<file path="src/rtl/gstd_pkg.sv">
// Package for the group-serialized task dispatcher.
// Holds the word types, command and status codes, and controller/datapath links.
// No dependencies.
package gstd_pkg;

  localparam int unsigned TagW   = 16;
  localparam int unsigned GroupW = 16;

  localparam logic [GroupW-1:0] FirstGroup = GroupW'(1);
  localparam logic [GroupW-1:0] LastGroup  = '1;

  typedef enum logic [1:0] {
    CMD_ENQUEUE   = 2'd0,
    CMD_FETCH     = 2'd1,
    CMD_RELEASE   = 2'd2,
    CMD_NEW_GROUP = 2'd3
  } cmd_e;

  typedef enum logic [1:0] {
    ST_OK     = 2'd0,
    ST_NONE   = 2'd1,
    ST_FULL   = 2'd2,
    ST_REJECT = 2'd3
  } status_e;

  typedef struct packed {
    logic [1:0]        command;
    logic [GroupW-1:0] group_id;
    logic [TagW-1:0]   task_tag;
  } in_word_t;

  typedef struct packed {
    logic [1:0]        status;
    logic [TagW-1:0]   out_task;
    logic [GroupW-1:0] out_group;
  } out_word_t;

  typedef enum logic [2:0] {
    S_IDLE,
    S_DISPATCH,
    S_SCAN_RD,
    S_SCAN_CHK,
    S_SHIFT_CHK,
    S_SHIFT_WR,
    S_RESP
  } ctl_state_e;

  typedef struct packed {
    logic    load_req;
    logic    enq_write;
    logic    set_status;
    status_e status;
    logic    rd_issue;
    logic    rd_next;
    logic    take_hit;
    logic    idx_inc;
    logic    shift_write;
    logic    count_dec;
    logic    release_grp;
    logic    new_group;
    logic    out_load;
  } dp_cmd_t;

  typedef struct packed {
    cmd_e cmd;
    logic tag_zero;
    logic full;
    logic empty;
    logic eligible;
    logic at_last;
    logic out_free;
  } dp_stat_t;

endpackage

</file>
<file path="src/rtl/gstd_ctrl.sv">
// Controller state machine of the task dispatcher.
// Sequences enqueue, fetch scan and compaction, release and new-group.
// Depends on gstd_pkg.
module gstd_ctrl (
  input  logic              clk_i,
  input  logic              rst_ni,
  input  logic              in_valid_i,
  output logic              in_ready_o,
  input  gstd_pkg::dp_stat_t stat_i,
  output gstd_pkg::dp_cmd_t  cmd_o
);
  import gstd_pkg::*;

  ctl_state_e state_q, state_d;

  always_ff @(posedge clk_i or negedge rst_ni) begin
    if (!rst_ni) begin
      state_q <= S_IDLE;
    end else begin
      state_q <= state_d;
    end
  end

  always_comb begin
    state_d    = state_q;
    cmd_o      = '0;
    in_ready_o = (state_q == S_IDLE);
    unique case (state_q)
      S_IDLE: begin
        if (in_valid_i) begin
          cmd_o.load_req = 1'b1;
          state_d        = S_DISPATCH;
        end
      end
      S_DISPATCH: begin
        state_d = S_RESP;
        unique case (stat_i.cmd)
          CMD_ENQUEUE: begin
            if (stat_i.tag_zero) begin
              cmd_o.set_status = 1'b1;
              cmd_o.status     = ST_REJECT;
            end else if (stat_i.full) begin
              cmd_o.set_status = 1'b1;
              cmd_o.status     = ST_FULL;
            end else begin
              cmd_o.enq_write = 1'b1;
            end
          end
          CMD_FETCH: begin
            if (stat_i.empty) begin
              cmd_o.set_status = 1'b1;
              cmd_o.status     = ST_NONE;
            end else begin
              state_d = S_SCAN_RD;
            end
          end
          CMD_RELEASE:   cmd_o.release_grp = 1'b1;
          CMD_NEW_GROUP: cmd_o.new_group   = 1'b1;
          default:       state_d = S_RESP;
        endcase
      end
      S_SCAN_RD: begin
        cmd_o.rd_issue = 1'b1;
        state_d        = S_SCAN_CHK;
      end
      S_SCAN_CHK: begin
        if (stat_i.eligible) begin
          cmd_o.take_hit = 1'b1;
          state_d        = S_SHIFT_CHK;
        end else if (stat_i.at_last) begin
          cmd_o.set_status = 1'b1;
          cmd_o.status     = ST_NONE;
          state_d          = S_RESP;
        end else begin
          cmd_o.idx_inc = 1'b1;
          state_d       = S_SCAN_RD;
        end
      end
      S_SHIFT_CHK: begin
        if (stat_i.at_last) begin
          cmd_o.count_dec = 1'b1;
          state_d         = S_RESP;
        end else begin
          cmd_o.rd_issue = 1'b1;
          cmd_o.rd_next  = 1'b1;
          state_d        = S_SHIFT_WR;
        end
      end
      S_SHIFT_WR: begin
        cmd_o.shift_write = 1'b1;
        cmd_o.idx_inc     = 1'b1;
        state_d           = S_SHIFT_CHK;
      end
      S_RESP: begin
        if (stat_i.out_free) begin
          cmd_o.out_load = 1'b1;
          state_d        = S_IDLE;
        end
      end
      default: state_d = S_IDLE;
    endcase
  end

endmodule

</file>
<file path="src/rtl/gstd_dp.sv">
// Datapath of the task dispatcher: pending queue memory, busy group set,
// group id counter and result register. Depends on gstd_pkg.
module gstd_dp #(
  parameter int unsigned QUEUE_DEPTH = 16,
  parameter int unsigned BUSY_DEPTH  = 8
) (
  input  logic                clk_i,
  input  logic                rst_ni,
  input  gstd_pkg::in_word_t  in_word_i,
  input  gstd_pkg::dp_cmd_t   cmd_i,
  output gstd_pkg::dp_stat_t  stat_o,
  output logic                out_valid_o,
  input  logic                out_ready_i,
  output gstd_pkg::out_word_t out_word_o
);
  import gstd_pkg::*;

  localparam int unsigned QW = $clog2(QUEUE_DEPTH);
  localparam int unsigned CW = $clog2(QUEUE_DEPTH + 1);
  localparam int unsigned SW = (BUSY_DEPTH > 1) ? $clog2(BUSY_DEPTH) : 1;
  localparam logic [CW-1:0] Depth = CW'(QUEUE_DEPTH);

  typedef struct packed {
    logic [TagW-1:0]   tag;
    logic [GroupW-1:0] group;
  } entry_t;

  in_word_t          req_q;
  logic [CW-1:0]     idx_q, count_q;
  logic [CW-1:0]     idx_next;
  entry_t            mem_q [QUEUE_DEPTH];
  entry_t            rd_data_q;
  entry_t            wr_data;
  logic [QW-1:0]     rd_addr, wr_addr;
  logic              wr_en;
  logic [GroupW-1:0] busy_grp_q [BUSY_DEPTH];
  logic [BUSY_DEPTH-1:0] busy_vld_q;
  logic [BUSY_DEPTH-1:0] hit_vec, rel_vec;
  logic [SW-1:0]     free_slot;
  logic              slot_found;
  logic              eligible;
  logic [GroupW-1:0] next_grp_q;
  out_word_t         pend_q, out_q;
  logic              out_valid_q;
  logic              out_free;

  assign idx_next = idx_q + CW'(1);
  assign out_free = !out_valid_q || out_ready_i;

  always_comb begin
    free_slot = '0;
    for (int s = BUSY_DEPTH - 1; s >= 0; s--) begin
      hit_vec[s] = busy_vld_q[s] && (busy_grp_q[s] == rd_data_q.group);
      rel_vec[s] = busy_vld_q[s] && (busy_grp_q[s] == req_q.group_id);
      if (!busy_vld_q[s]) begin
        free_slot = SW'(s);
      end
    end
  end

  assign slot_found = !(&busy_vld_q);
  assign eligible   = (rd_data_q.group == '0) || (slot_found && !(|hit_vec));

  assign stat_o.cmd      = cmd_e'(req_q.command);
  assign stat_o.tag_zero = (req_q.task_tag == '0);
  assign stat_o.full     = (count_q == Depth);
  assign stat_o.empty    = (count_q == '0);
  assign stat_o.eligible = eligible;
  assign stat_o.at_last  = (idx_next == count_q);
  assign stat_o.out_free = out_free;

  assign rd_addr       = cmd_i.rd_next ? idx_next[QW-1:0] : idx_q[QW-1:0];
  assign wr_en         = cmd_i.enq_write || cmd_i.shift_write;
  assign wr_addr       = cmd_i.enq_write ? count_q[QW-1:0] : idx_q[QW-1:0];
  assign wr_data.tag   = cmd_i.enq_write ? req_q.task_tag : rd_data_q.tag;
  assign wr_data.group = cmd_i.enq_write ? req_q.group_id : rd_data_q.group;

  always_ff @(posedge clk_i) begin
    if (wr_en) begin
      mem_q[wr_addr] <= wr_data;
    end
    if (cmd_i.rd_issue) begin
      rd_data_q <= mem_q[rd_addr];
    end
  end

  always_ff @(posedge clk_i) begin
    if (cmd_i.load_req) begin
      req_q <= in_word_i;
    end
    if (cmd_i.take_hit && rd_data_q.group != '0) begin
      busy_grp_q[free_slot] <= rd_data_q.group;
    end
    if (cmd_i.load_req) begin
      pend_q <= '0;
    end else begin
      if (cmd_i.set_status) begin
        pend_q.status <= cmd_i.status;
      end
      if (cmd_i.take_hit) begin
        pend_q.out_task  <= rd_data_q.tag;
        pend_q.out_group <= rd_data_q.group;
      end
      if (cmd_i.new_group) begin
        pend_q.out_group <= next_grp_q;
      end
    end
    if (cmd_i.out_load) begin
      out_q <= pend_q;
    end
  end

  always_ff @(posedge clk_i or negedge rst_ni) begin
    if (!rst_ni) begin
      idx_q       <= '0;
      count_q     <= '0;
      busy_vld_q  <= '0;
      next_grp_q  <= FirstGroup;
      out_valid_q <= 1'b0;
    end else begin
      if (cmd_i.load_req) begin
        idx_q <= '0;
      end else if (cmd_i.idx_inc) begin
        idx_q <= idx_next;
      end
      if (cmd_i.enq_write) begin
        count_q <= count_q + CW'(1);
      end else if (cmd_i.count_dec) begin
        count_q <= count_q - CW'(1);
      end
      if (cmd_i.release_grp && req_q.group_id != '0) begin
        busy_vld_q <= busy_vld_q & ~rel_vec;
      end else if (cmd_i.take_hit && rd_data_q.group != '0) begin
        busy_vld_q[free_slot] <= 1'b1;
      end
      if (cmd_i.new_group) begin
        next_grp_q <= (next_grp_q == LastGroup) ? FirstGroup : next_grp_q + GroupW'(1);
      end
      if (cmd_i.out_load) begin
        out_valid_q <= 1'b1;
      end else if (out_ready_i) begin
        out_valid_q <= 1'b0;
      end
    end
  end

  assign out_valid_o = out_valid_q;
  assign out_word_o  = out_q;

  a_count_range: assert property (@(posedge clk_i) disable iff (!rst_ni)
    count_q <= Depth)
    else $error("pending count beyond queue depth");

  a_enq_grows: assert property (@(posedge clk_i) disable iff (!rst_ni)
    cmd_i.enq_write |=> count_q == $past(count_q) + CW'(1))
    else $error("enqueue did not grow the queue");

  a_hit_marks_busy: assert property (@(posedge clk_i) disable iff (!rst_ni)
    (cmd_i.take_hit && rd_data_q.group != '0) |=>
      $countones(busy_vld_q) == $countones($past(busy_vld_q)) + 1)
    else $error("grouped fetch did not claim a busy slot");

  a_no_overwrite: assert property (@(posedge clk_i) disable iff (!rst_ni)
    cmd_i.out_load |-> (!out_valid_q || out_ready_i))
    else $error("result register overwritten while held");

  a_group_nonzero: assert property (@(posedge clk_i) disable iff (!rst_ni)
    next_grp_q != '0)
    else $error("group id counter reached zero");

endmodule

</file>
<file path="src/rtl/group_serialized_task_dispatch.sv">
// Top level of the group-serialized task dispatcher: controller plus datapath.
// Depends on gstd_pkg, gstd_ctrl and gstd_dp.
//
//   channel  handshake                 word        direction
//   in       in_valid_i / in_ready_o   in_word_i   command in
//   out      out_valid_o / out_ready_i out_word_o  result out
//
// Enqueue, release, new-group and fetch on an empty queue pass through a dispatch step
// and a response step. Fetch otherwise adds a read step and a check step per entry
// scanned, then on a hit a check step and a write step per entry moved up and a final
// check step. One command at a time; the next can be accepted in the same cycle that the
// result turns valid. A held result does not block acceptance of the next command; a
// stalled output only holds the following command in its response step.
// Reset clears the queue count, busy marks and output valid; next group id is 1.
module group_serialized_task_dispatch #(
  parameter int unsigned QUEUE_DEPTH = 16,
  parameter int unsigned BUSY_DEPTH  = 8
) (
  input  logic                clk_i,
  input  logic                rst_ni,
  input  logic                in_valid_i,
  output logic                in_ready_o,
  input  gstd_pkg::in_word_t  in_word_i,
  output logic                out_valid_o,
  input  logic                out_ready_i,
  output gstd_pkg::out_word_t out_word_o
);
  import gstd_pkg::*;

  dp_cmd_t  dp_cmd;
  dp_stat_t dp_stat;

  gstd_ctrl u_ctrl (
    .clk_i      (clk_i),
    .rst_ni     (rst_ni),
    .in_valid_i (in_valid_i),
    .in_ready_o (in_ready_o),
    .stat_i     (dp_stat),
    .cmd_o      (dp_cmd)
  );

  gstd_dp #(
    .QUEUE_DEPTH (QUEUE_DEPTH),
    .BUSY_DEPTH  (BUSY_DEPTH)
  ) u_dp (
    .clk_i       (clk_i),
    .rst_ni      (rst_ni),
    .in_word_i   (in_word_i),
    .cmd_i       (dp_cmd),
    .stat_o      (dp_stat),
    .out_valid_o (out_valid_o),
    .out_ready_i (out_ready_i),
    .out_word_o  (out_word_o)
  );

endmodule
</file>
<file path="config.mk">
export PLATFORM = sky130hd
export DESIGN_NAME = group_serialized_task_dispatch
export DESIGN_NICKNAME = d
export VERILOG_FILES = /design/src/rtl/gstd_pkg.sv /design/src/rtl/gstd_ctrl.sv /design/src/rtl/gstd_dp.sv /design/src/rtl/group_serialized_task_dispatch.sv
export SDC_FILE = /design/constraint.sdc
export NUM_CORES = 1
export LEC_CHECK = 0
export ABC_AREA = 1
export BUFFER_PORTS_ARGS = -buffer_cell sky130_fd_sc_hd__buf_2
export CAP_MARGIN = 25
export CORE_UTILIZATION = 40
export CTS_CLUSTER_DIAMETER = 200
export DETAILED_ROUTE_END_ITERATION = 16
export PLACE_DENSITY = 0.61
export SYNTH_ARGS = -nofsm -noshare
export SYNTH_HDL_FRONTEND = slang
export SYNTH_SLANG_ARGS = --single-unit
export TNS_END_PERCENT = 5
</file>
<file path="constraint.sdc">
create_clock -name clk_i -period 3.9 [get_ports clk_i]
set_input_delay 0.39 -clock clk_i [delete_from_list [all_inputs] [get_ports clk_i]]
set_output_delay 0.39 -clock clk_i [all_outputs]
set_load 0.1 [all_outputs]
</file>
# Word level (Yosys, flattened, before mapping)
# Memory sizes are Yosys's and may differ from the RTL's. A register that Yosys moved wholly into a read port is not among the register bits.
# Index checks and enable logic that the tools add are counted.
word_totals:
  register_bits: 140
  mem_bits_rw: 640
  inputBits: 38
  output_inout_bits: 36
  word_cells: 163
  mem_count: 2
mem_list:
  columns: ["memory", "depth", "word_bits", "rd", "rd_ports_with_merged_regs", "wr", "line_no", "rtl"]
  rows:
  - ["u_dp.mem_q", 16, 32, 1, 1, 1, "gstd_dp.sv:31", "entry_t mem_q [QUEUE_DEPTH];"]
  - ["u_dp.busy_grp_q", 8, 16, 8, 0, 1, "gstd_dp.sv:36", "logic [GroupW-1:0] busy_grp_q [BUSY_DEPTH];"]
op_classes:
  addsub: 4
  magnitude_cmp: 2
  eq_ne: 30
  mux: 66
  bitwise_logic: 3
  reduce_logical: 41
ops:
  columns: ["cell", "count"]
  rows:
  - ["16-bit == test", 16]
  - ["16-bit 2-to-1 mux", 5]
  - ["3-bit 2-to-1 mux", 19]
  - ["16-bit zero test", 2]
  - ["16-bit nonzero test", 2]
  - ["1-bit 2-to-1 mux", 25]
  - ["3-bit one-hot mux with 7 select lines", 1]
  - ["1-bit logical AND", 20]
  - ["5-bit 2-to-1 mux", 4]
  - ["16-bit by 1-bit adder with 16-bit output, second input constant", 1]
  - ["16-bit == test, second input constant", 1]
  - ["8-bit 2-to-1 mux", 2]
  - ["3-bit one-hot mux with 2 select lines", 2]
  - ["5-bit by 1-bit adder with 5-bit output, second input constant", 2]
  - ["2-bit nonzero test", 5]
  - ["3-bit == test, second input constant", 3]
  - ["8-bit bitwise AND", 1]
  - ["4-bit 2-to-1 mux", 2]
  - ["8-bit inverter", 1]
  - ["8-bit bitwise OR", 1]
  - ["8-bit AND reduction", 1]
  - ["8-bit OR reduction", 1]
  - ["3-bit by 2-bit == test with 1-bit output, second input constant", 2]
  - ["2-bit 2-to-1 mux", 3]
  - ["18 further kinds", 24]

# Depth between registers and ports, before layout
# Gate-level depths: netlist of run 1.
depth:
  depth_word: 15
  depth_mapped: 18
  ltp_nobuf: 15

# Hierarchy
# From an unflattened synthesis of run 1, not the netlist that was laid out.
unflattened:
  hier_cells: 2977
  hier_area_um2: 34463.1
by_module_without_submodules:
  columns: ["module", "n_inst", "cells_each", "area_per_inst_um2", "seq_area_each_um2"]
  rows:
  - ["gstd_dp", 1, 2911, 34114.0, 23779.1]
  - ["gstd_ctrl", 1, 66, 349.1, 75.1]

# Least setup slack after synthesis of run 1
# No wires, ideal clock.
synth_timing:
  kind: "register to register"
  from: "register u_ctrl.state_q[0]"
  to: "register u_dp.idx_q[3]"
  setup_time_ns: 0.083
  arrival_time_ns: 5.342
  required_time_ns: 3.817
  slack_ns: -1.525
  stages_incl_launch_ff: 10
  path_buffers: 0
  period_less_slack_ns: 5.425
  path_cell_list: "dfrtp_1 -> nor3_1 -> inv_1 -> nor2_1 -> inv_1 -> nand2_1 -> inv_1 -> nand2_1 -> nand3_1 -> o21ai_0"
synth_rtl:
  columns: ["item", "line_no", "rtl"]
  rows:
  - ["start: declaration", "gstd_ctrl.sv:14", "ctl_state_e state_q, state_d;"]
  - ["start signal: assignment", "gstd_ctrl.sv:20", "state_q <= state_d;"]
  - ["end signal: assignment", "gstd_dp.sv:124", "idx_q <= idx_next;"]
  - ["end: declaration", "gstd_dp.sv:29", "logic [CW-1:0] idx_q, count_q;"]

# Final worst setup path of run 1
layout_timing:
  from: "register u_dp.req_q[12] (netlist bit)"
  to: "memory u_dp.mem_q[2][9] (netlist bit) (enable)"
layout_via:
  elab_chain_len: 7
  word_cells_on_any_way: 8
  cone_classes: "mux (6); reduce/logical (2)"
layout_lines:
  columns: ["item", "line_no", "rtl"]
  rows:
  - ["start: declaration", "gstd_dp.sv:28", "in_word_t req_q;"]
  - ["start signal: assignment", "gstd_dp.sv:89", "req_q <= in_word_i;"]
  - ["16-bit zero test (*)", "gstd_dp.sv:65", "assign stat_o.tag_zero = (req_q.task_tag == '0);"]
  - ["1-bit 2-to-1 mux (*)", "gstd_ctrl.sv:39", "if (stat_i.tag_zero) begin"]
  - ["1-bit 2-to-1 mux (*)", "gstd_ctrl.sv:37", "unique case (stat_i.cmd)"]
  - ["1-bit 2-to-1 mux (*)", "gstd_ctrl.sv:28", "unique case (state_q)"]
  - ["1-bit logical OR", "gstd_dp.sv:73", "assign wr_en = cmd_i.enq_write || cmd_i.shift_write;"]
  - ["1-bit 2-to-1 mux", "gstd_dp.sv:79", "if (wr_en) begin"]
  - ["1-bit 2-to-1 mux (implied by the code)", "gstd_dp.sv:80", "mem_q[wr_addr] <= wr_data;"]
  - ["end: declaration", "gstd_dp.sv:31", null]
# Mark *: on every way between the ends. The rest lies on a longest branch, timed or not.

==> reports/results.ini, run 1 <==
[yosys]
synthMuxAreaShare=0.00487
synthArstFlopShare=0.0468
synthTopCellsByCount=nand2_1 (854), edfxtp_1 (740), inv_1 (683)
synth_nets=3740
synth_cell_type_count=50
synth_fa_ha_area_frac=0.00223
synth_top_family_by_area=simple AND/OR/NAND/NOR gates
synth_compound_area_frac=0.0324
ys_seq_area_frac=0.644
syn_inst=3696
yosys.area_share.simple=0.199
synth_top_cell_by_area=edfxtp_1
synthTopCellsByArea=edfxtp_1 (60%), nand2_1 (8.7%), nand3_1 (7.7%)
yosys_warnings=0
synth_edf_count=740
synth.most_common_cell=nand2_1
postSynthAreaPerCell_um2=10.0
yosys.area_share.xor_xnor=0.0243
ys_ff_latch=812
synth_top_area_share=0.600
synth_flop_cell=edfxtp_1
syn_area_um2=37000

[detailed_routing]
postRouteAntennaNets=0
post_drt_via_cell_ratio=5.18
drt_iter0_drc=2531
firstDrtPassIters=5
vias=26500
wl_per_cell_um=20.3
drt_wl_total_mm=104
drt_drc_violations_left=0

[clock_tree]
hold_buffers=35
h-tree-depth=3
clock-sinks=812
cts_tree=yes
cts_resized=0
clk_pin_slew_ns=0.06
insertion_delay_ns=0.67
cts_root_buffer=clkbuf_16
clock_path_buffers=3
post_cts_buffers=0
numCtsBuffers=86

[min_path]
hold_path_depth=4
holdCritStartpoint=out_ready_i
whs_endpoint=u_dp.out_valid_o
hold_class=input port to register

[power]
internal_power_mw=20.4
power_density_nw_per_um2=809
p_comb_frac=0.402
max-vdd-ir-drop_mv=0.792
switching_share=0.410
p_clk_frac=0.237
netSwitchingPower_mw=14.2
p_leak_nw=17.8
seq_power_share=0.361

[global_routing]
use_met1=0.293
grt.busiest_layer=met2
grt_max_degree=95
met3_usage=0.0265
grt_antenna_before_repair=0
grt.overflow.total=0
grt_use_met2=0.363
grt_pass1_vias=25500
track_usage=0.221
grt_pass1_wl_mm=156

[layout]
diodes=0
drive_gt1_frac=0.102
area_growth_pct=15.7
final_net_count=3901
fin_area_um2=42800
nFillCells=8356

[worst_setup_path]
crit_top_cell=buf_4
r2r_cells=9
slowest_delay_ns=0.59
criticalPathCategory=register to register
crit_chain=nor4_1 > nand4_1 > buf_4 > nand3_2 > nand2_1 > o21ai_0 > nand3_1 > nor2_4 > buf_4
rr_endpoint=u_dp.mem_q[2][9]
required_ns=4.21
critPathCaptureType=register
rr_startpoint=u_dp.req_q[12]
r2r_slack_ns=0.31
critPathSlowestCell=nor4_1
critPathLaunchType=register
cp.arrival_ns=3.90
crit_fanout=23

[sta]
fin_crit_sh=0.920
skew_ns=0.0305
finalSetupViolCount=0
rsz0062_at_grt=no
fmax_mhz=279
slew_headroom=0.460
slew_violations=0
finalCriticalPeriod_ns=3.59
tightest_slew_ns=0.803
hold_viol_final=0
setup-tns-final_ns=0

[placement]
io_buffers=73
gp_congestion=0.954
dpl_cell_area_um2=39600
dp_hpwl_mm=63.8

[floorplan]
fp-row-count=111
core_um2=91700
fp.dieArea_um2=93800
die_h_um=306
die_w_um=306
start_util=0.404
io_pins=74

[job]
maxCapViolCount=0

[run_status]
status=complete, no violations

==> sequential cells by signal, indices dropped and copies added (netlist names), 5 cells and up <==
signal / flops
u_dp.busy_grp_q: 128
u_dp.count_q: 5
u_dp.pend_q: 34
u_dp.rd_data_q: 32
u_dp.idx_q: 5
u_dp.mem_q: 512
u_dp.req_q: 32
u_dp.out_word_o: 34
u_dp.next_grp_q: 16
u_dp.busy_vld_q: 8
==> routing by layer <==
metal | share of wire | vias up | wire length (µm)
met4 | 0.043 | 0 | 4510
met3 | 0.064 | 220 | 6610
met1 | 0.42 | 12800 | 43700
li1 | - | 12500 | -
met2 | 0.47 | 1027 | 49100
met5 | 0 | - | 0
==> area by class of cell <==
| class | count | area (µm²) | area share |
|---|---|---|---|
| sequential | 812 | 23900 | 0.557 |
| multi-input combinational | 2028 | 9960 | 0.232 |
| inverter | 691 | 2590 | 0.0606 |
| clock buffer | 112 | 2310 | 0.0540 |
| timing repair buffer | 238 | 2110 | 0.0493 |
| tap | 1186 | 1480 | 0.0346 |
| clock inverter | 50 | 519 | 0.0121 |
==> critical path: cells and delay by family, from the launching register on <==
family / cells / cell delay [ns]
buf+inv: 2 / 0.66
compound gates: 1 / 0.22
simple gates: 6 / 1.92
flops: 1 / 0.40
==> worst max path at each step <==
stage                        end  slack [ns]              start
6_report        u_dp.mem_q[2][9]        0.31     u_dp.req_q[12]
2_1_floorplan      u_dp.idx_q[0]        0.11  u_ctrl.state_q[0]
3_3_place_gp   u_dp.mem_q[2][14]        0.46     u_dp.req_q[13]
5_1_grt        u_dp.mem_q[2][10]        0.21     u_dp.req_q[13]
3_5_place_dp   u_dp.mem_q[2][23]        0.42     u_dp.req_q[12]
4_1_cts         u_dp.mem_q[2][9]        0.41     u_dp.req_q[12]
==> per-stage QoR <==
| step | cells | power [mW] | hold WS (ns) | util | worst slack (ns) |
|---|---|---|---|---|---|
| after floorplan | 3696 | 21.3 | 0.0944 | - | 0.112 |
| after global placement | 4919 | 26.4 | 0.418 | 0.432 | 0.459 |
| after detailed placement | 4919 | 26.5 | 0.421 | 0.432 | 0.420 |
| after CTS | 5116 | 34.8 | 0.00875 | 0.467 | 0.405 |
| after global routing | 5117 | 36.4 | 0.0507 | 0.467 | 0.210 |
| final | 5117 | 34.6 | 0.0401 | 0.467 | 0.313 |
==> kinds of logic after synthesis <==
family,after synthesis
DFF,812
buffers and inverters,856
xor gates and xnor gates,102
adders and majority gates,6
muxes,16
and+or+nand+nor,1692
AOI/OAI and AO/OA,212
==> layout by cell type, fill, tap and decap left out, types with 32 or more instances in the layout <==
master         synthesis  routed
xor2_1                66      66
nand3_1              571     568
dlygate4sd3_1          0      35
nor2_1               149     131
buf_4                 22      97
dfxtp_1               34      34
a21oi_1               34      34
o21ai_0              114     114
clkbuf_16              0      87
nand4_1               38      38
edfxtp_1             740     740
xnor2_1               35      35
dfrtp_1               37      37
nand2_1              854     852
buf_2                 88      73
buf_12                 0      32
inv_1                683     682
==> power by group through the flow <==
stage               Combinational (mW)  Sequential, mW  Clock [mW]
floorplan                         8.42            12.9           0
global placement                  13.7            12.7           0
detailed placement                13.8            12.7           0
CTS                               13.9            12.5        8.34
global route                      15.1            12.6        8.66
finish                            13.9            12.5        8.20
Power figures use the tool's default switching activity.
==> inputs of run 2 (changes only) <==
CELL_PAD_IN_SITES_DETAIL_PLACEMENT = 2   (was unset)
CELL_PAD_IN_SITES_GLOBAL_PLACEMENT = 2   (was unset)
PLACE_DENSITY = 0.83   (was 0.61)
==> run 2 against run 1 <==
- worst hold slack lost 0.014 ns
- register-to-register slack lost 0.14 ns
- final cell count rose by 0.57%
- first-iteration DRC count grew 8.9%
- clock skew grew 0.018 ns
- wire length increased by 55%
- flip-flop and latch count unchanged
- clock power is 13% higher
- combinational power grew 17%
- maximum frequency shrank 3.8%
- final area up 1.5%
==> reports/results.ini, run 2 (synthesis results as in run 1) <==
[run_status]
status=complete, no violations

[worst_setup_path]
critPathCaptureType=register
criticalPathCategory=register to register
critPathLaunchType=register
crit_fanout=76
r2r_cells=15
path_depth=15
critPathSlowestCell=dfrtp_1
required_ns=4.33
crit_chain=ha_1 > inv_1 > nand2_1 > nand4_1 > nor2_1 > nand3_2 > nand2_4 > nand2_2 > nand2_8 > buf_12 > nand2_1 > nand3_1 > nand3_1 > nand3_1 > nand2_1
crit_family=simple AND/OR/NAND/NOR gates
cp.arrival_ns=4.16
slowest_delay_ns=0.50
crit_buf_inv=2

[global_routing]
grt_pass1_wl_mm=233
grt.overflow.total=0
track_usage=0.342
grt_max_degree=77
grt_antenna_before_repair=1
grt_pass1_vias=33800

[sta]
finalCriticalPeriod_ns=3.73
slew_violations=0
fmax_mhz=268
setup_ws_ns=0.171
finalSetupViolCount=0
hold_viol_final=0
setup-tns-final_ns=0
fin_crit_sh=0.956
tightest_slew_ns=0.995
skew_ns=0.0489
rsz0062_at_grt=no
slew_headroom=0.329

[layout]
largest_register_ffs=512
area_growth_pct=17.4
top_regs=u_dp.mem_q (512), u_dp.busy_grp_q (128)
final_net_count=3931
diodes=0
regArea_um2=23900
drive_gt1_frac=0.111
multi_input_area_um2=9980
mostFrequentLayoutCells=nand2_1 (852), edfxtp_1 (740), inv_1 (682), nand3_1 (568), nor2_1 (131)
largest-register=u_dp.mem_q
mostFrequentLayoutCell=nand2_1
nFillCells=9354
finalNonFillerCells=5146

[detailed_routing]
firstDrtPassIters=6
drt_wl_total_mm=161
drt_iter0_drc=2756
vias=30100
drt_drc_violations_left=0
postRouteAntennaNets=0
wl_per_cell_um=31.2
post_drt_via_cell_ratio=5.85

[power]
p_clk_frac=0.243
max-vdd-ir-drop_mv=0.559
p_leak_nw=18.1
netSwitchingPower_mw=17.1
internal_power_mw=21.2
finalPower_mw=38.3
switching_share=0.447
p_comb_frac=0.426
power_density_nw_per_um2=881
seq_power_share=0.331

[placement]
placed_cells=4943
dp_hpwl_mm=89.8
gp_congestion=0.870
dp_worst_setup_slack_ns=0.244
io_buffers=73

[floorplan]
core_um2=91700
io_pins=74
die_w_um=306
start_util=0.404
fp.dieArea_um2=93800
fp-row-count=111
die_h_um=306

[min_path]
hold_path_depth=4
hold_class=input port to register

[clock_tree]
cts_root_buffer=clkbuf_16
clock_path_buffers=3
cts_tree=yes
clk_pin_slew_ns=0.06
clock-sinks=812
post_cts_buffers=0
numCtsBuffers=91
insertion_delay_ns=0.71
h-tree-depth=3

[job]
maxCapViolCount=0

==> run 2: path summary, 6_finish.rpt <==
kind | slack [ns] | endpoint | from
hold / removal | 0.03 | u_dp.out_valid_o | out_ready_i
min in group asynchronous | 0.26 | u_dp.idx_q[1] | rst_ni
hold reg to reg | 0.43 | u_dp.out_word_o[15] | u_dp.pend_q[15]
max in group asynchronous | 3.09 | u_dp.busy_vld_q[6] | rst_ni
setup / recovery | 0.17 | u_dp.rd_data_q[13] | u_dp.idx_q[0]
setup reg to reg | 0.17 | u_dp.rd_data_q[13] | u_dp.idx_q[0]
==> run 2: area by class of cell <==
class / instances / share of cell area
repair buffers: 262 / 0.0569
clock inverters: 42 / 0.0122
inverters: 691 / 0.0597
clock buffers: 124 / 0.0585
well taps: 1186 / 0.0342
flip-flops and latches: 812 / 0.549
multi-input cells: 2029 / 0.230
==> run 2: stage by stage <==
step	util	hold slack (ns)	instance area [µm²]
floorplan	-	0.0944	37000
global placement	0.436	0.412	40000
detailed placement	0.436	0.416	40000
CTS	0.474	0.00185	43400
global route	0.474	0.0347	43500
finish	0.474	0.0257	43500
==> run 2: repair_timing <==
item / in CTS / in global routing
endpoints found under the hold margin: 71 / 0
hold buffers: 35 / 0
resized for setup: 0 / 1
setup endpoints to repair: 0 / 7
==> run 2: worst min-delay path, cell delays in order <==
cell and delay (ns):
buf_2 0.08, nor2_1 0.07, inv_1 0.08, nand2_1 0.06
==> run 2: power by group through the flow <==
stage / Combinational (mW) / Clock (mW) / Sequential (mW)
4_1_cts: 15.9 / 9.29 / 12.6
5_1_grt: 17.0 / 9.57 / 12.7
3_3_place_gp: 14.1 / 0 / 12.7
2_1_floorplan: 8.42 / 0 / 12.9
6_report: 16.3 / 9.28 / 12.7
3_5_place_dp: 15.0 / 0 / 12.7
==> run 2: routing by layer <==
| metal | track usage | wire length [µm] | vias to the layer above |
|---|---|---|---|
| met3 | 0.0610 | 11200 | 586 |
| met2 | 0.590 | 79700 | 1556 |
| li1 | - | - | 12500 |
| met1 | 0.399 | 59500 | 15400 |
| met4 | 0.196 | 10200 | 0 |
| met5 | 0 | 0 | - |
